$ cat src/rcga_pkg.sv
// Shared types and constants for the reduced-cost greedy assignment block.
package rcga_pkg;

    localparam int COST_BITS    = 16;
    localparam int IDX_W        = 5;
    localparam int CNT_W        = 6;
    localparam int NUM_IDX      = 32;
    localparam int REM_W        = 7;
    localparam int DEF_TRACKS   = 32;
    localparam int DEF_CLUSTERS = 32;
    localparam int DEF_PASSES   = 3;
    localparam int S_DATA_W     = 40;
    localparam int M_DATA_W     = 32;

    localparam logic [COST_BITS-1:0] COST_INF = '1;

    // request kinds on s_tuser
    localparam logic REQ_LOAD = 1'b0;
    localparam logic REQ_RUN  = 1'b1;

    // result kinds on m_tuser
    localparam logic [1:0] KIND_MATCH = 2'd0;
    localparam logic [1:0] KIND_TRK   = 2'd1;
    localparam logic [1:0] KIND_CLU   = 2'd2;

    typedef struct packed {
        logic [CNT_W-1:0]     num_clusters;
        logic [CNT_W-1:0]     num_tracks;
        logic [COST_BITS-1:0] cost;
        logic [IDX_W-1:0]     cluster_index;
        logic [IDX_W-1:0]     track_index;
    } req_t;

    typedef enum logic [3:0] {
        OP_NOP,
        OP_CLR_WR,
        OP_LOAD_WR,
        OP_RUN_INIT,
        OP_RD_ORIG,
        OP_RD_RED,
        OP_RD_CHOICE,
        OP_COPY,
        OP_MIN,
        OP_SUB,
        OP_MIN_RST,
        OP_GR_CMP,
        OP_GR_DEC,
        OP_EMIT_MATCH,
        OP_EMIT_TRK,
        OP_EMIT_CLU
    } op_t;

    typedef struct packed {
        op_t              op;
        logic [IDX_W-1:0] t;
        logic [IDX_W-1:0] c;
        logic [CNT_W-1:0] nt;
        logic [CNT_W-1:0] nc;
    } cmd_t;

    typedef struct packed {
        logic               out_free;
        logic [NUM_IDX-1:0] chv;
        logic [NUM_IDX-1:0] taken;
    } sts_t;

endpackage

$ cat src/rcga_ctrl.sv
// Controller: sequences load, reductions, greedy passes, emission and store clearing.
module rcga_ctrl import rcga_pkg::*; #(
    parameter int MAX_TRACKS   = DEF_TRACKS,
    parameter int MAX_CLUSTERS = DEF_CLUSTERS,
    parameter int PASSES       = DEF_PASSES
) (
    input  logic aclk,
    input  logic aresetn,
    input  logic s_tvalid,
    output logic s_tready,
    input  logic s_tuser,
    input  req_t req,
    output cmd_t cmd,
    input  sts_t sts
);

    localparam int P_W = $clog2(PASSES + 1);
    localparam logic [IDX_W-1:0] T_LAST_CLR = IDX_W'(MAX_TRACKS - 1);
    localparam logic [IDX_W-1:0] C_LAST_CLR = IDX_W'(NUM_IDX - 1);
    localparam logic [P_W-1:0]   P_LAST     = P_W'(PASSES - 1);

    typedef enum logic [4:0] {
        S_CLEAR, S_IDLE,
        S_ROW_INIT, S_ROW_RD, S_ROW_CP, S_ROWS_RD, S_ROWS_WR,
        S_COL_INIT, S_COL_RD, S_COL_MIN, S_COLS_RD, S_COLS_WR,
        S_GR_TRK, S_GR_RD, S_GR_CMP, S_GR_DEC,
        S_EM_M, S_EM_MW, S_EM_T, S_EM_C
    } state_t;

    state_t           state_reg, state_next;
    logic [IDX_W-1:0] t_reg, t_next, c_reg, c_next;
    logic [P_W-1:0]   pass_reg, pass_next;
    logic [CNT_W-1:0] nt_reg, nt_next, nc_reg, nc_next;
    logic [CNT_W-1:0] nt_sat, nc_sat;
    logic             last_t, last_c;

    assign nt_sat = (req.num_tracks > CNT_W'(MAX_TRACKS)) ? CNT_W'(MAX_TRACKS) : req.num_tracks;
    assign nc_sat = (req.num_clusters > CNT_W'(MAX_CLUSTERS)) ? CNT_W'(MAX_CLUSTERS)
                                                               : req.num_clusters;
    assign last_t   = ({1'b0, t_reg} + 1'b1) == nt_reg;
    assign last_c   = ({1'b0, c_reg} + 1'b1) == nc_reg;
    assign s_tready = (state_reg == S_IDLE);

    // next state and command
    always_comb begin
        state_next = state_reg;
        t_next     = t_reg;
        c_next     = c_reg;
        pass_next  = pass_reg;
        nt_next    = nt_reg;
        nc_next    = nc_reg;
        cmd        = '{op: OP_NOP, t: t_reg, c: c_reg, nt: nt_reg, nc: nc_reg};
        case (state_reg)
            S_CLEAR: begin
                cmd.op = OP_CLR_WR;
                c_next = c_reg + 1'b1;
                if (c_reg == C_LAST_CLR) begin
                    c_next = '0;
                    if (t_reg == T_LAST_CLR) begin
                        t_next     = '0;
                        state_next = S_IDLE;
                    end else begin
                        t_next = t_reg + 1'b1;
                    end
                end
            end
            S_IDLE: begin
                if (s_tvalid) begin
                    if (s_tuser == REQ_RUN) begin
                        cmd.op    = OP_RUN_INIT;
                        cmd.nt    = nt_sat;
                        cmd.nc    = nc_sat;
                        nt_next   = nt_sat;
                        nc_next   = nc_sat;
                        t_next    = '0;
                        c_next    = '0;
                        pass_next = '0;
                        if (nt_sat != '0 && nc_sat != '0) begin
                            state_next = S_ROW_INIT;
                        end else if (nt_sat != '0) begin
                            state_next = S_EM_T;
                        end else if (nc_sat != '0) begin
                            state_next = S_EM_C;
                        end else begin
                            state_next = S_CLEAR;
                        end
                    end else if ({1'b0, req.track_index} < CNT_W'(MAX_TRACKS) &&
                                 {1'b0, req.cluster_index} < CNT_W'(MAX_CLUSTERS)) begin
                        cmd.op = OP_LOAD_WR;
                        cmd.t  = req.track_index;
                        cmd.c  = req.cluster_index;
                    end
                end
            end
            // row reduction: copy with minimum, then subtract
            S_ROW_INIT: begin
                cmd.op     = OP_MIN_RST;
                state_next = S_ROW_RD;
            end
            S_ROW_RD: begin
                cmd.op     = OP_RD_ORIG;
                state_next = S_ROW_CP;
            end
            S_ROW_CP: begin
                cmd.op = OP_COPY;
                if (last_c) begin
                    c_next     = '0;
                    state_next = S_ROWS_RD;
                end else begin
                    c_next     = c_reg + 1'b1;
                    state_next = S_ROW_RD;
                end
            end
            S_ROWS_RD: begin
                cmd.op     = OP_RD_RED;
                state_next = S_ROWS_WR;
            end
            S_ROWS_WR: begin
                cmd.op = OP_SUB;
                if (last_c) begin
                    c_next = '0;
                    if (last_t) begin
                        t_next     = '0;
                        state_next = S_COL_INIT;
                    end else begin
                        t_next     = t_reg + 1'b1;
                        state_next = S_ROW_INIT;
                    end
                end else begin
                    c_next     = c_reg + 1'b1;
                    state_next = S_ROWS_RD;
                end
            end
            // column reduction
            S_COL_INIT: begin
                cmd.op     = OP_MIN_RST;
                state_next = S_COL_RD;
            end
            S_COL_RD: begin
                cmd.op     = OP_RD_RED;
                state_next = S_COL_MIN;
            end
            S_COL_MIN: begin
                cmd.op = OP_MIN;
                if (last_t) begin
                    t_next     = '0;
                    state_next = S_COLS_RD;
                end else begin
                    t_next     = t_reg + 1'b1;
                    state_next = S_COL_RD;
                end
            end
            S_COLS_RD: begin
                cmd.op     = OP_RD_RED;
                state_next = S_COLS_WR;
            end
            S_COLS_WR: begin
                cmd.op = OP_SUB;
                if (last_t) begin
                    t_next = '0;
                    if (last_c) begin
                        c_next     = '0;
                        state_next = S_GR_TRK;
                    end else begin
                        c_next     = c_reg + 1'b1;
                        state_next = S_COL_INIT;
                    end
                end else begin
                    t_next     = t_reg + 1'b1;
                    state_next = S_COLS_RD;
                end
            end
            // greedy passes in track order
            S_GR_TRK, S_GR_DEC: begin
                if (state_reg == S_GR_TRK && !sts.chv[t_reg]) begin
                    cmd.op     = OP_MIN_RST;
                    c_next     = '0;
                    state_next = S_GR_RD;
                end else begin
                    if (state_reg == S_GR_DEC) cmd.op = OP_GR_DEC;
                    if (last_t) begin
                        t_next = '0;
                        if (pass_reg == P_LAST) begin
                            state_next = S_EM_M;
                        end else begin
                            pass_next  = pass_reg + 1'b1;
                            state_next = S_GR_TRK;
                        end
                    end else begin
                        t_next     = t_reg + 1'b1;
                        state_next = S_GR_TRK;
                    end
                end
            end
            S_GR_RD: begin
                cmd.op     = OP_RD_RED;
                state_next = S_GR_CMP;
            end
            S_GR_CMP: begin
                cmd.op = OP_GR_CMP;
                if (last_c) begin
                    c_next     = '0;
                    state_next = S_GR_DEC;
                end else begin
                    c_next     = c_reg + 1'b1;
                    state_next = S_GR_RD;
                end
            end
            // matched pairs: fetch original cost, then emit
            S_EM_M, S_EM_MW: begin
                if (state_reg == S_EM_M && sts.chv[t_reg]) begin
                    cmd.op     = OP_RD_CHOICE;
                    state_next = S_EM_MW;
                end else if (state_reg == S_EM_MW && !sts.out_free) begin
                    cmd.op = OP_NOP;
                end else begin
                    if (state_reg == S_EM_MW) cmd.op = OP_EMIT_MATCH;
                    if (last_t) begin
                        t_next     = '0;
                        state_next = S_EM_T;
                    end else begin
                        t_next     = t_reg + 1'b1;
                        state_next = S_EM_M;
                    end
                end
            end
            S_EM_T: begin
                if (sts.chv[t_reg] || sts.out_free) begin
                    if (!sts.chv[t_reg]) cmd.op = OP_EMIT_TRK;
                    if (last_t) begin
                        t_next     = '0;
                        c_next     = '0;
                        state_next = (nc_reg != '0) ? S_EM_C : S_CLEAR;
                    end else begin
                        t_next = t_reg + 1'b1;
                    end
                end
            end
            S_EM_C: begin
                if (sts.taken[c_reg] || sts.out_free) begin
                    if (!sts.taken[c_reg]) cmd.op = OP_EMIT_CLU;
                    if (last_c) begin
                        c_next     = '0;
                        t_next     = '0;
                        state_next = S_CLEAR;
                    end else begin
                        c_next = c_reg + 1'b1;
                    end
                end
            end
            default: state_next = S_CLEAR;
        endcase
    end

    // state and loop counters
    always_ff @(posedge aclk) begin
        if (!aresetn) begin
            state_reg <= S_CLEAR;
            t_reg     <= '0;
            c_reg     <= '0;
            pass_reg  <= '0;
            nt_reg    <= '0;
            nc_reg    <= '0;
        end else begin
            state_reg <= state_next;
            t_reg     <= t_next;
            c_reg     <= c_next;
            pass_reg  <= pass_next;
            nt_reg    <= nt_next;
            nc_reg    <= nc_next;
        end
    end

endmodule

$ cat config.mk
export PLATFORM = sky130hd
export DESIGN_NAME = rcga_ctrl
export DESIGN_NICKNAME = d
export VERILOG_FILES = /design/src/rcga_pkg.sv /design/src/rcga_ctrl.sv
export SDC_FILE = /design/constraint.sdc
export NUM_CORES = 1
export LEC_CHECK = 0
export BUFFER_PORTS_ARGS = -buffer_cell sky130_fd_sc_hd__buf_2
export CORE_MARGIN = 8
export CORE_UTILIZATION = 30
export DETAILED_ROUTE_END_ITERATION = 6
export GPL_TIMING_DRIVEN = 0
export PLACE_DENSITY = 0.6
export SLEW_MARGIN = 15
export SYNTH_ARGS = -nofsm -noshare
export SYNTH_HDL_FRONTEND = slang
export SYNTH_SLANG_ARGS = --single-unit
$ cat constraint.sdc
create_clock -name aclk -period 6.16 [get_ports aclk]
set_clock_uncertainty 0.2 [all_clocks]
set_input_delay 0.924 -clock aclk [delete_from_list [all_inputs] [get_ports aclk]]
set_output_delay 0.924 -clock aclk [all_outputs]
set_load 0.02 [all_outputs]
==> run_summary.xml, run 1 <==
<?xml version="1.0" encoding="UTF-8"?>
<metrics>
  <group name="run_status">
    <metric name="result_of_the_run" unit="">finished clean</metric>
  </group>
  <group name="finish">
    <metric name="area_delta_synth_final" unit="%">27.3</metric>
    <metric name="nFillCells" unit="">1194</metric>
    <metric name="stdcell_count" unit="">728</metric>
    <metric name="layout.nets" unit="">698</metric>
    <metric name="multiInputGateArea" unit="sq um">2620</metric>
    <metric name="drive_above_1_share" unit="">0.289</metric>
    <metric name="antennaDiodeCount" unit="">0</metric>
    <metric name="register_area" unit="sq um">581</metric>
  </group>
  <group name="critical_path">
    <metric name="crit_buf_inv" unit="">3</metric>
    <metric name="critical_path_arrival" unit="ps">2910</metric>
    <metric name="cpMaxStageDelayCell" unit="">sky130_fd_sc_hd__nor3_2</metric>
    <metric name="critPathMostFrequentCell" unit="">sky130_fd_sc_hd__clkbuf_1</metric>
    <metric name="cp_data_required_time" unit="ps">5040</metric>
    <metric name="timing.critical_path.fanout_max" unit="">10</metric>
    <metric name="setup.worst_path.start_class" unit="">flip-flop</metric>
    <metric name="critical_path.endpoint_type" unit="">primary output</metric>
    <metric name="criticalPathCategory" unit="">reg2out</metric>
    <metric name="critical-path-max-stage-delay" unit="ps">470</metric>
    <metric name="timing.critical_path.cells" unit="">clkbuf_1 -&gt; nand2b_1 -&gt; nor3_2 -&gt; nand3_1 -&gt; clkbuf_1 -&gt; o21ai_0 -&gt; buf_2</metric>
    <metric name="critical_path.top_delay_family" unit="">simple AND/OR/NAND/NOR gates</metric>
  </group>
  <group name="global_route">
    <metric name="grt_overflow_total" unit="">0</metric>
    <metric name="first_global_vias" unit="">4115</metric>
    <metric name="first_pass_grt_wire_length" unit="microns">20700</metric>
    <metric name="number_of_antenna_violations_at_the_first_check_in_global_routing" unit="">0</metric>
    <metric name="groute.usage.overall" unit="">0.168</metric>
    <metric name="grt_max_degree" unit="">11</metric>
  </group>
  <group name="sta">
    <metric name="report.final.slew_viol_count" unit="">0</metric>
    <metric name="worstMarginPinSlew" unit="ps">717</metric>
    <metric name="rsz0062_at_grt" unit="">false</metric>
    <metric name="fin_tns_setup" unit="ps">0</metric>
    <metric name="holdWs" unit="ps">303</metric>
    <metric name="max_freq" unit="GHz">0.248</metric>
    <metric name="final_min_period_over_clock_period" unit="">0.655</metric>
    <metric name="finalSetupViolCount" unit="">0</metric>
    <metric name="report.final.hold_viol_count" unit="">0</metric>
    <metric name="period_needed" unit="ps">4030</metric>
    <metric name="slew_headroom" unit="">0.516</metric>
  </group>
  <group name="power_and_ir_drop">
    <metric name="vdd_drop_max" unit="mV">0.101</metric>
    <metric name="power.static_leakage" unit="uW">0.00188</metric>
    <metric name="p_sw" unit="uW">143</metric>
    <metric name="p_comb_frac" unit="">0.166</metric>
    <metric name="clock_power_share" unit="">0.507</metric>
    <metric name="powerDensity" unit="nW/um^2">133</metric>
    <metric name="sequentialPowerShare" unit="">0.327</metric>
    <metric name="net_switching_fraction_of_the_power" unit="">0.245</metric>
    <metric name="power.internal" unit="uW">440</metric>
  </group>
  <group name="clock_tree">
    <metric name="clkSinkCount" unit="">29</metric>
    <metric name="tritoncts" unit="">built</metric>
    <metric name="post_cts.resized_instances" unit="">0</metric>
    <metric name="cts_hold_repair.buffers" unit="">0</metric>
    <metric name="post_cts_setup_bufs" unit="">0</metric>
    <metric name="insertion_delay" unit="ps">280</metric>
    <metric name="htree_num_levels" unit="">2</metric>
    <metric name="clock_path_buffers" unit="">2</metric>
    <metric name="cts_inserted_buffers" unit="">5</metric>
    <metric name="clock_tree.root_cell" unit="">sky130_fd_sc_hd__clkbuf_16</metric>
    <metric name="clk_pin_slew_worst_paths" unit="ps">50</metric>
  </group>
  <group name="run">
    <metric name="max_cap_violations" unit="">0</metric>
  </group>
  <group name="floorplan">
    <metric name="die_x" unit="microns">123</metric>
    <metric name="fp.dieArea" unit="sq um">15100</metric>
    <metric name="fp-row-count" unit="">39</metric>
    <metric name="floorplan.io_pins" unit="">134</metric>
    <metric name="dieHeight" unit="microns">123</metric>
    <metric name="start_util" unit="">0.304</metric>
    <metric name="core" unit="sq um">11300</metric>
  </group>
  <group name="drt">
    <metric name="avgViaCountPerCell" unit="">5.52</metric>
    <metric name="post_detailed_route_drc_marker_count" unit="">0</metric>
    <metric name="drt-total-wl" unit="microns">12700</metric>
    <metric name="dr_total_vias" unit="">4022</metric>
    <metric name="drt_iter0_markers" unit="">357</metric>
    <metric name="antenna_violating_nets_post_route" unit="">0</metric>
    <metric name="detailedRoute.firstPassIterationCount" unit="">5</metric>
    <metric name="detail_route.wl_per_cell" unit="microns">17.5</metric>
  </group>
  <group name="placement">
    <metric name="io_buffers" unit="">117</metric>
    <metric name="detailed_place_hpwl" unit="microns">10200</metric>
    <metric name="routabilityCongestion" unit="">1.00</metric>
    <metric name="numPlacedInstances" unit="">720</metric>
  </group>
  <group name="logic_synthesis">
    <metric name="syn_area_cell" unit="sq um">7.47</metric>
    <metric name="synthesis.nets" unit="">574</metric>
    <metric name="synth_flop_cell" unit="">sky130_fd_sc_hd__dfxtp_1</metric>
    <metric name="synthesis.instances" unit="">460</metric>
    <metric name="number_of_enable_flip_flop_cells_after_synthesis" unit="">0</metric>
    <metric name="post_synth_num_cell_types" unit="">72</metric>
    <metric name="synthArstFlopShare" unit="">0</metric>
    <metric name="synth.cell_area" unit="sq um">3440</metric>
    <metric name="ys_ff_latch" unit="">29</metric>
    <metric name="synthesis.yosys.warnings" unit="">0</metric>
    <metric name="sequential_cell_area_fraction_in_the_yosys_report" unit="">0.169</metric>
  </group>
  <group name="min_path">
    <metric name="hold_class" unit="">reg2reg</metric>
  </group>
</metrics>
[path summary, 6_finish.rpt]
| kind | start | endpoint | slack [ps] | depth (start not counted) |
|---|---|---|---|---|
| worst max-delay path | state_reg[0]$_SDFFE_PN0P_ | cmd[9] | 2130 | 7 |
| worst max register to register | c_reg[0]$_SDFFE_PN0P_ | t_reg[2]$_SDFFE_PN0P_ | 2830 | 10 |
| worst min register to register | pass_reg[1]$_SDFFE_PN0P_ | pass_reg[1]$_SDFFE_PN0P_ | 300 | 2 |
| worst min-delay path | pass_reg[1]$_SDFFE_PN0P_ | pass_reg[1]$_SDFFE_PN0P_ | 300 | 2 |
[cell usage in the layout (no fill, tap or decap), drive strengths merged, types with 8 or more instances in the layout]
cell	synthesis	routed
a21oi	28	28
and2	16	16
o21ai	33	33
nor2	29	29
nand2	44	44
a22oi	9	9
nand2b	24	24
nand3	25	25
dfxtp	29	29
mux2	14	14
xnor2	9	9
clkbuf	18	25
mux2i	37	37
inv	10	10
nor2b	8	8
buf	18	135
[logic make-up (layout without fill, tap and decap cells)]
logic type,after synthesis,after routing,share of synthesized area
simple gates,191,191,0.305
compound gates,122,122,0.242
mux,51,51,0.154
buf+inv,46,171,0.0692
flops,29,29,0.169
xor+xnor,14,14,0.0357
fa+ha+maj,7,7,0.0255
[Yosys cell counts (all sizes together), types with 10 or more instances]
cell type / count / area (sq um)
a21oi: 28 / 140
and2: 16 / 100
buf: 18 / 133
clkbuf: 18 / 67.6
dfxtp: 29 / 581
inv: 10 / 37.5
mux2: 14 / 158
mux2i: 37 / 370
nand2: 44 / 165
nand2b: 24 / 158
nand3: 25 / 143
nor2: 29 / 109
o21ai: 33 / 165
[final cells by class]
| type | count | area share |
|---|---|---|
| Inverter | 10 | 0.00858 |
| Timing Repair Buffer | 117 | 0.134 |
| Multi-Input combinational cell | 385 | 0.599 |
| Sequential cell | 29 | 0.133 |
| Tap cell | 143 | 0.0409 |
| Clock buffer | 7 | 0.0326 |
| Clock inverter | 1 | 0.00686 |
| Buffer | 36 | 0.0458 |
[power groups by stage]
stage / Combinational, uW / Clock (uW) / Sequential, uW
finish: 96.8 / 295 / 190
global route: 106 / 305 / 190
CTS: 97.1 / 299 / 190
detailed placement: 96.5 / 0 / 194
global placement: 95.0 / 0 / 194
floorplan: 51.7 / 0 / 194
[metrics by stage]
step / utilization / power (uW) / setup WS [ps] / area (sq um)
floorplan: - / 246 / 2700 / 3440
global placement: 0.371 / 289 / 2310 / 4200
detailed placement: 0.371 / 291 / 2310 / 4200
CTS: 0.386 / 586 / 2150 / 4370
global route: 0.386 / 602 / 1890 / 4370
finish: 0.386 / 582 / 2130 / 4370
[metal layers]
layer  track usage  wire [microns]
met1         0.221            5490
met2         0.279            5660
met3        0.0311            1420
met4        0.0399             139
met5             0               0
[worst min-delay path, cell delays in order, from the launching register on]
cell                      delay [ps]
sky130_fd_sc_hd__dfxtp_1         330
sky130_fd_sc_hd__mux2i_1          70
sky130_fd_sc_hd__nor2_1           70
Note: power is estimated with default switching activity, not from simulation.
==> run 2, diff against run 1 <==
--- a/config.mk
+++ b/config.mk
@@ -5,6 +5,7 @@
 export SDC_FILE = /design/constraint.sdc
 export NUM_CORES = 1
 export LEC_CHECK = 0
+export ABC_AREA = 1
 export BUFFER_PORTS_ARGS = -buffer_cell sky130_fd_sc_hd__buf_2
 export CORE_MARGIN = 8
 export CORE_UTILIZATION = 30
==> constraint.sdc (replaced) <==
create_clock -name aclk -period 4.1 [get_ports aclk]
set_clock_uncertainty 0.2 [all_clocks]
set_input_delay 0.615 -clock aclk [delete_from_list [all_inputs] [get_ports aclk]]
set_output_delay 0.615 -clock aclk [all_outputs]
set_load 0.02 [all_outputs]
==> run 2 against run 1 <==
  * Worst hold slack got worse by 34 ps
  * Total power grew to 3.5 times the previous value
  * Non-clock buffer count down 20
  * Critical path type unchanged
==> run_summary.xml, run 2 <==
<?xml version="1.0" encoding="UTF-8"?>
<metrics>
  <group name="run_status">
    <metric name="result_of_the_run" unit="">finished clean</metric>
  </group>
  <group name="logic_synthesis">
    <metric name="yosysMostFrequentCell" unit="">sky130_fd_sc_hd__nand2_1</metric>
    <metric name="synth.cell_area" unit="sq um">3460</metric>
    <metric name="post-synth-top-area-fraction" unit="">0.218</metric>
    <metric name="synth_area_leader_cell" unit="">sky130_fd_sc_hd__nand2_1</metric>
    <metric name="synth_flop_cell" unit="">sky130_fd_sc_hd__dfxtp_1</metric>
    <metric name="ys_ff_latch" unit="">29</metric>
    <metric name="synth.area.top_cells" unit="">sky130_fd_sc_hd__nand2_1 (22%), sky130_fd_sc_hd__dfxtp_1 (17%), sky130_fd_sc_hd__nand3_1 (13%)</metric>
    <metric name="synthesis.yosys.warnings" unit="">0</metric>
    <metric name="post_synth_num_cell_types" unit="">40</metric>
    <metric name="number_of_enable_flip_flop_cells_after_synthesis" unit="">0</metric>
    <metric name="sequential_cell_area_fraction_in_the_yosys_report" unit="">0.168</metric>
    <metric name="synthesis.instances" unit="">643</metric>
    <metric name="synthArstFlopShare" unit="">0</metric>
    <metric name="synthesis.nets" unit="">757</metric>
    <metric name="syn_area_cell" unit="sq um">5.37</metric>
    <metric name="synthTopCellsByCount" unit="">sky130_fd_sc_hd__nand2_1 (201), sky130_fd_sc_hd__inv_1 (87), sky130_fd_sc_hd__nand3_1 (87)</metric>
  </group>
  <group name="drt">
    <metric name="post_detailed_route_drc_marker_count" unit="">0</metric>
    <metric name="antenna_violating_nets_post_route" unit="">0</metric>
    <metric name="drt_iter0_markers" unit="">371</metric>
    <metric name="detailedRoute.firstPassIterationCount" unit="">5</metric>
    <metric name="avgViaCountPerCell" unit="">4.77</metric>
    <metric name="drt-total-wl" unit="microns">12500</metric>
    <metric name="dr_total_vias" unit="">4344</metric>
    <metric name="detail_route.wl_per_cell" unit="microns">13.7</metric>
  </group>
  <group name="clock_tree">
    <metric name="clock_tree.root_cell" unit="">sky130_fd_sc_hd__clkbuf_16</metric>
    <metric name="clk_pin_slew_worst_paths" unit="ps">60</metric>
    <metric name="insertion_delay" unit="ps">280</metric>
    <metric name="clkSinkCount" unit="">29</metric>
    <metric name="cts_hold_repair.buffers" unit="">0</metric>
    <metric name="htree_num_levels" unit="">2</metric>
    <metric name="clock_path_buffers" unit="">2</metric>
    <metric name="cts_inserted_buffers" unit="">5</metric>
    <metric name="post_cts.resized_instances" unit="">0</metric>
    <metric name="tritoncts" unit="">built</metric>
    <metric name="post_cts_setup_bufs" unit="">0</metric>
  </group>
  <group name="global_route">
    <metric name="number_of_antenna_violations_at_the_first_check_in_global_routing" unit="">0</metric>
    <metric name="first_global_vias" unit="">4089</metric>
    <metric name="groute.usage.overall" unit="">0.162</metric>
    <metric name="first_pass_grt_wire_length" unit="microns">20100</metric>
    <metric name="grt_overflow_total" unit="">0</metric>
    <metric name="grt_max_degree" unit="">11</metric>
  </group>
  <group name="sta">
    <metric name="slew_headroom" unit="">0.632</metric>
    <metric name="rsz0062_at_grt" unit="">false</metric>
    <metric name="fin_tns_setup" unit="ps">0</metric>
    <metric name="holdWs" unit="ps">270</metric>
    <metric name="period_needed" unit="ps">3300</metric>
    <metric name="finalSetupViolCount" unit="">0</metric>
    <metric name="max_freq" unit="GHz">0.303</metric>
    <metric name="worstMarginPinSlew" unit="ps">552</metric>
    <metric name="report.final.hold_viol_count" unit="">0</metric>
    <metric name="final_min_period_over_clock_period" unit="">0.804</metric>
    <metric name="report.final.slew_viol_count" unit="">0</metric>
  </group>
  <group name="critical_path">
    <metric name="reg2reg_setup_slack" unit="ps">1200</metric>
    <metric name="timing.critical_path.cells" unit="">nand2_2 -&gt; nor2_4 -&gt; nand2_2 -&gt; nor2_2 -&gt; inv_1 -&gt; nor2_2 -&gt; inv_2 -&gt; clkbuf_1 -&gt; a21oi_1 -&gt; buf_2</metric>
    <metric name="cp_data_required_time" unit="ps">3280</metric>
    <metric name="critical-path-max-stage-delay" unit="ps">530</metric>
    <metric name="cpMaxStageDelayCell" unit="">sky130_fd_sc_hd__dfxtp_1</metric>
    <metric name="critical_path.endpoint_type" unit="">primary output</metric>
    <metric name="timing.critical_path.fanout_max" unit="">10</metric>
    <metric name="ff2ff_path_depth" unit="">17</metric>
    <metric name="rr_endpoint" unit="">c_reg[2]$_SDFFE_PN0P_</metric>
    <metric name="criticalPathCategory" unit="">reg2out</metric>
    <metric name="setup.worst_path.start_class" unit="">flip-flop</metric>
    <metric name="r2r_start" unit="">t_reg[0]$_SDFFE_PN0P_</metric>
    <metric name="critical_path_arrival" unit="ps">2480</metric>
  </group>
  <group name="finish">
    <metric name="layout.cells.most_common_list" unit="">sky130_fd_sc_hd__nand2_1 (201), sky130_fd_sc_hd__buf_2 (122), sky130_fd_sc_hd__inv_1 (87), sky130_fd_sc_hd__nand3_1 (87), sky130_fd_sc_hd__nor2_1 (67)</metric>
    <metric name="layout.nets" unit="">880</metric>
    <metric name="layout.cells.most_common" unit="">sky130_fd_sc_hd__nand2_1</metric>
    <metric name="drive_above_1_share" unit="">0.243</metric>
    <metric name="area_delta_synth_final" unit="%">27.1</metric>
    <metric name="antennaDiodeCount" unit="">0</metric>
    <metric name="stdcell_count" unit="">910</metric>
  </group>
  <group name="placement">
    <metric name="numPlacedInstances" unit="">902</metric>
    <metric name="routabilityCongestion" unit="">0.979</metric>
    <metric name="io_buffers" unit="">116</metric>
    <metric name="detailed_place_hpwl" unit="microns">10300</metric>
  </group>
  <group name="floorplan">
    <metric name="die_x" unit="microns">123</metric>
    <metric name="floorplan.io_pins" unit="">134</metric>
    <metric name="fp.dieArea" unit="sq um">15200</metric>
    <metric name="core" unit="sq um">11300</metric>
    <metric name="dieHeight" unit="microns">123</metric>
    <metric name="fp-row-count" unit="">39</metric>
    <metric name="start_util" unit="">0.305</metric>
  </group>
  <group name="min_path">
    <metric name="hold_depth" unit="">2</metric>
    <metric name="hold_class" unit="">reg2reg</metric>
    <metric name="whs_endpoint" unit="">pass_reg[0]$_SDFFE_PN0P_</metric>
    <metric name="hp-start" unit="">pass_reg[0]$_SDFFE_PN0P_</metric>
  </group>
  <group name="run">
    <metric name="max_cap_violations" unit="">0</metric>
  </group>
  <group name="power_and_ir_drop">
    <metric name="power.static_leakage" unit="uW">0.00242</metric>
    <metric name="powerDensity" unit="nW/um^2">465</metric>
    <metric name="vdd_drop_max" unit="mV">0.227</metric>
  </group>
</metrics>
[run 2: cell types whose count changed after synthesis, moves of 14 or more]
cell and delta:
sky130_fd_sc_hd__and2_1 -15, sky130_fd_sc_hd__inv_1 +77, sky130_fd_sc_hd__mux2_2 -14, sky130_fd_sc_hd__mux2i_1 -37
sky130_fd_sc_hd__nand2_1 +157, sky130_fd_sc_hd__nand2b_1 -23, sky130_fd_sc_hd__nand3_1 +64, sky130_fd_sc_hd__nor2_1 +38
sky130_fd_sc_hd__o21ai_0 -22
[run 2: how the worst max path moves through the flow]
stage	from	endpoint	slack [ps]	depth (start not counted)
finish	state_reg[0]$_SDFFE_PN0P_	cmd[5]	800	10
global route	t_reg[0]$_SDFFE_PN0P_	cmd[25]	590	13
CTS	t_reg[0]$_SDFFE_PN0P_	cmd[25]	790	13
detailed placement	t_reg[0]$_SDFFE_PN0P_	cmd[25]	1090	13
global placement	t_reg[0]$_SDFFE_PN0P_	cmd[25]	1080	13
floorplan	state_reg[0]$_SDFFE_PN0P_	cmd[11]	1530	9
[run 2: logic make-up after synthesis]
| family | share of synthesized area |
|---|---|
| XOR/XNOR | 0.0101 |
| adder cells (fa/ha/maj) | 0.0253 |
| AO/OA/AOI/OAI | 0.0927 |
| flip-flops | 0.168 |
| AND/OR/NAND/NOR | 0.566 |
| buffers and inverters | 0.138 |
[run 2: metrics by stage]
| step | setup slack (ps) | utilization | power (uW) | cell area [sq um] |
|---|---|---|---|---|
| floorplan | 1530 | - | 1250 | 3460 |
| global placement | 1080 | 0.372 | 1600 | 4220 |
| detailed placement | 1090 | 0.372 | 1600 | 4220 |
| CTS | 792 | 0.388 | 2050 | 4390 |
| global route | 590 | 0.388 | 2220 | 4390 |
| finish | 805 | 0.388 | 2040 | 4390 |
[run 2: layout make-up]
cell class                 count  area (sq um)
inverter                     101           382
timing repair buffer         116           581
fill                        1284          6930
sequential                    29           581
clock inverter                 2          37.5
clock buffer                   6           139
multi-input combinational    496          2400
tap                          143           179
buffer                        17          93.8
[run 2: report_power, final]
group	internal (uW)	switching (uW)	leakage [uW]
sequential	325	57.1	0.000234
clock	303	143	0.0000831
combinational	425	790	0.00210
[run 2: routing by layer]
metal / global-route usage / routed length [microns] / vias to the layer above
met5: 0 / 0 / -
met4: 0.0316 / 99 / 0
met3: 0.0365 / 1100 / 8
met2: 0.255 / 5200 / 143
met1: 0.220 / 6060 / 1900
li1: - / - / 2293
[run 2: worst max-delay path: cells and delay by family, from the launching register on]
family,cells,cell delay [ps]
buf+inv,4,640
flops,1,530
simple gates,5,800
compound gates,1,230
==> run 3, diff against run 2 <==
--- a/config.mk
+++ b/config.mk
@@ -11,7 +11,7 @@
 export CORE_UTILIZATION = 30
 export DETAILED_ROUTE_END_ITERATION = 6
 export GPL_TIMING_DRIVEN = 0
-export PLACE_DENSITY = 0.6
+export PLACE_DENSITY = 0.62
 export SLEW_MARGIN = 15
 export SYNTH_ARGS = -nofsm -noshare
 export SYNTH_HDL_FRONTEND = slang
==> constraint.sdc (replaced) <==
create_clock -name aclk -period 2.8 [get_ports aclk]
set_clock_uncertainty 0.2 [all_clocks]
set_input_delay 0.42 -clock aclk [delete_from_list [all_inputs] [get_ports aclk]]
set_output_delay 0.42 -clock aclk [all_outputs]
set_load 0.02 [all_outputs]
==> run 3 against run 2 <==
  * Core utilization rose by 3.0 points
  * Worst setup slack got worse by 740 ps
  * Largest cell class unchanged
  * Wire length rose by 2.9%
  * Critical path type unchanged
==> run_summary.xml, run 3 (synthesized netlist as in run 2, its figures left out) <==
<?xml version="1.0" encoding="UTF-8"?>
<metrics>
  <group name="placement">
    <metric name="io_buffers" unit="">116</metric>
    <metric name="numPlacedInstances" unit="">902</metric>
    <metric name="detailed_place_hpwl" unit="microns">10200</metric>
    <metric name="post_dp_cell_area" unit="sq um">4220</metric>
    <metric name="post_place_worst_slack" unit="ps">-55.5</metric>
    <metric name="routabilityCongestion" unit="">0.961</metric>
  </group>
  <group name="clock_tree">
    <metric name="clkSinkCount" unit="">29</metric>
    <metric name="cts_inserted_buffers" unit="">5</metric>
    <metric name="htree_num_levels" unit="">2</metric>
    <metric name="clock_path_buffers" unit="">2</metric>
    <metric name="clock_tree.root_cell" unit="">sky130_fd_sc_hd__clkbuf_16</metric>
    <metric name="clk_pin_slew_worst_paths" unit="ps">60</metric>
    <metric name="tritoncts" unit="">built</metric>
    <metric name="insertion_delay" unit="ps">280</metric>
    <metric name="cts_hold_repair.buffers" unit="">0</metric>
  </group>
  <group name="finish">
    <metric name="area_delta_synth_final" unit="%">36.7</metric>
    <metric name="layout.cells.most_common" unit="">sky130_fd_sc_hd__nand2_1</metric>
    <metric name="register_area" unit="sq um">599</metric>
    <metric name="nFillCells" unit="">1250</metric>
    <metric name="multiInputGateArea" unit="sq um">2570</metric>
    <metric name="layout.cells.most_common_list" unit="">sky130_fd_sc_hd__nand2_1 (196), sky130_fd_sc_hd__buf_2 (112), sky130_fd_sc_hd__inv_1 (85)</metric>
    <metric name="layout.nets" unit="">895</metric>
    <metric name="stdcell_count" unit="">925</metric>
    <metric name="final_design_instance_area_without_fill" unit="sq um">4730</metric>
    <metric name="antennaDiodeCount" unit="">0</metric>
    <metric name="drive_above_1_share" unit="">0.304</metric>
  </group>
  <group name="critical_path">
    <metric name="ff2ff_path_depth" unit="">15</metric>
    <metric name="criticalPathCategory" unit="">reg2out</metric>
    <metric name="cpMaxStageDelayCell" unit="">sky130_fd_sc_hd__dfxtp_4</metric>
    <metric name="critical_path_arrival" unit="ps">2110</metric>
    <metric name="crit_path_start" unit="">t_reg[0]$_SDFFE_PN0P_</metric>
    <metric name="critical_path.endpoint_type" unit="">primary output</metric>
    <metric name="cp_data_required_time" unit="ps">2180</metric>
    <metric name="reg2reg_setup_slack" unit="ps">80</metric>
    <metric name="critPathMostFrequentCell" unit="">sky130_fd_sc_hd__nand3_1</metric>
    <metric name="setup.worst_path.start_class" unit="">flip-flop</metric>
    <metric name="critical-path-max-stage-delay" unit="ps">370</metric>
    <metric name="rr_endpoint" unit="">t_reg[3]$_SDFFE_PN0P_</metric>
    <metric name="timing.critical_path.cells" unit="">buf_6 -&gt; or2_1 -&gt; nand3_1 -&gt; nand3_1 -&gt; nand3_1 -&gt; nand2_1 -&gt; nand2_1 -&gt; nand2_2 -&gt; o31ai_4 -&gt; inv_2 -&gt; nand4_1 -&gt; buf_6</metric>
    <metric name="timing.critical_path.fanout_max" unit="">10</metric>
    <metric name="setup.worst_path.end" unit="">cmd[24]</metric>
    <metric name="r2r_start" unit="">c_reg[0]$_SDFFE_PN0P_</metric>
  </group>
  <group name="drt">
    <metric name="antenna_violating_nets_post_route" unit="">0</metric>
    <metric name="drt_iter0_markers" unit="">325</metric>
    <metric name="highest-signal-layer" unit="">met4</metric>
    <metric name="drt-met1-wl" unit="microns">5870</metric>
    <metric name="dr_total_vias" unit="">4539</metric>
    <metric name="drt-total-wl" unit="microns">12800</metric>
    <metric name="detail_route.wl_per_cell" unit="microns">13.9</metric>
    <metric name="detailroute.wirelength.met3" unit="microns">1280</metric>
    <metric name="avgViaCountPerCell" unit="">4.91</metric>
    <metric name="post_detailed_route_drc_marker_count" unit="">0</metric>
    <metric name="met2RoutedLength" unit="microns">5350</metric>
    <metric name="detailedRoute.firstPassIterationCount" unit="">7</metric>
  </group>
  <group name="global_route">
    <metric name="grt_overflow_total" unit="">0</metric>
    <metric name="first_pass_grt_wire_length" unit="microns">19900</metric>
    <metric name="first_global_vias" unit="">4083</metric>
    <metric name="groute.usage.overall" unit="">0.161</metric>
    <metric name="grt_max_degree" unit="">12</metric>
    <metric name="number_of_antenna_violations_at_the_first_check_in_global_routing" unit="">0</metric>
  </group>
  <group name="power_and_ir_drop">
    <metric name="powerDensity" unit="nW/um^2">667</metric>
    <metric name="power.static_leakage" unit="uW">0.00252</metric>
    <metric name="report.power.total" unit="uW">3150</metric>
    <metric name="vdd_drop_max" unit="mV">0.306</metric>
  </group>
  <group name="sta">
    <metric name="period_needed" unit="ps">2730</metric>
    <metric name="max_freq" unit="GHz">0.366</metric>
    <metric name="final_min_period_over_clock_period" unit="">0.977</metric>
    <metric name="slew_headroom" unit="">0.609</metric>
    <metric name="report.final.hold_viol_count" unit="">0</metric>
    <metric name="rsz0062_at_grt" unit="">true</metric>
    <metric name="holdWs" unit="ps">213</metric>
    <metric name="report.final.slew_viol_count" unit="">0</metric>
    <metric name="worstMarginPinSlew" unit="ps">586</metric>
    <metric name="fin_ws" unit="ps">65.2</metric>
    <metric name="finalSetupViolCount" unit="">0</metric>
  </group>
  <group name="run_status">
    <metric name="result_of_the_run" unit="">finished clean</metric>
  </group>
  <group name="run">
    <metric name="max_cap_violations" unit="">0</metric>
  </group>
  <group name="floorplan">
    <metric name="fp-row-count" unit="">39</metric>
    <metric name="dieHeight" unit="microns">123</metric>
    <metric name="start_util" unit="">0.305</metric>
    <metric name="fp.dieArea" unit="sq um">15200</metric>
    <metric name="die_x" unit="microns">123</metric>
    <metric name="floorplan.io_pins" unit="">134</metric>
    <metric name="core" unit="sq um">11300</metric>
  </group>
  <group name="min_path">
    <metric name="hold_class" unit="">in2reg</metric>
  </group>
</metrics>
==> run 3: worst max-delay path: cells and delay by family, from the launching register on <==
| family | cells | cell delay (ps) |
|---|---|---|
| AOI/OAI and AO/OA | 1 | 290 |
| DFF | 1 | 370 |
| buffers and inverters | 3 | 370 |
| and+or+nand+nor | 8 | 810 |
==> run 3: per-stage QoR <==
stage	util	setup TNS (ps)
floorplan	-	0
global placement	0.372	-250
detailed placement	0.372	-297
CTS	0.392	0
global route	0.417	-411
finish	0.417	0
==> run 3: final cells by class <==
type,instances,area share
well taps,143,0.0379
flip-flops and latches,29,0.127
repair buffers,131,0.151
plain buffers,17,0.0246
multi-input cells,496,0.545
clock buffers,5,0.0265
inverters,101,0.0831
clock inverters,3,0.00477
==> run 3: power breakdown <==
group,total [uW],switching [uW],leakage (uW),internal (uW)
Clock,543,214,0.0000621,329
Combinational,2020,1250,0.00222,775
Sequential,587,97.8,0.000239,489
==> run 3: what timing repair did <==
action / CTS / global route
hold endpoints to repair: 0 / 0
setup endpoints to repair: 32 / 38
pin swaps: 3 / 31
resized for setup: 17 / 58
setup buffers: 3 / 12
==> run 3: per-layer routing <==
| metal | up-vias | track usage |
|---|---|---|
| li1 | 2325 | - |
| met3 | 25 | 0.0365 |
| met5 | - | 0 |
| met1 | 1996 | 0.215 |
| met4 | 0 | 0.0542 |
| met2 | 193 | 0.251 |
==> run 3: how the worst min path moves through the flow <==
stage / startpoint / endpoint / slack [ps] / depth (start not counted)
2_1_floorplan: pass_reg[0]$_SDFFE_PN0P_ / pass_reg[0]$_SDFFE_PN0P_ / 250 / 2
3_3_place_gp: pass_reg[0]$_SDFFE_PN0P_ / pass_reg[0]$_SDFFE_PN0P_ / 250 / 2
3_5_place_dp: pass_reg[0]$_SDFFE_PN0P_ / pass_reg[0]$_SDFFE_PN0P_ / 260 / 2
4_1_cts: req[33] / nc_reg[1]$_SDFFE_PN0P_ / 210 / 3
5_1_grt: req[30] / nt_reg[4]$_SDFFE_PN0P_ / 230 / 3
6_report: req[33] / nc_reg[1]$_SDFFE_PN0P_ / 210 / 3
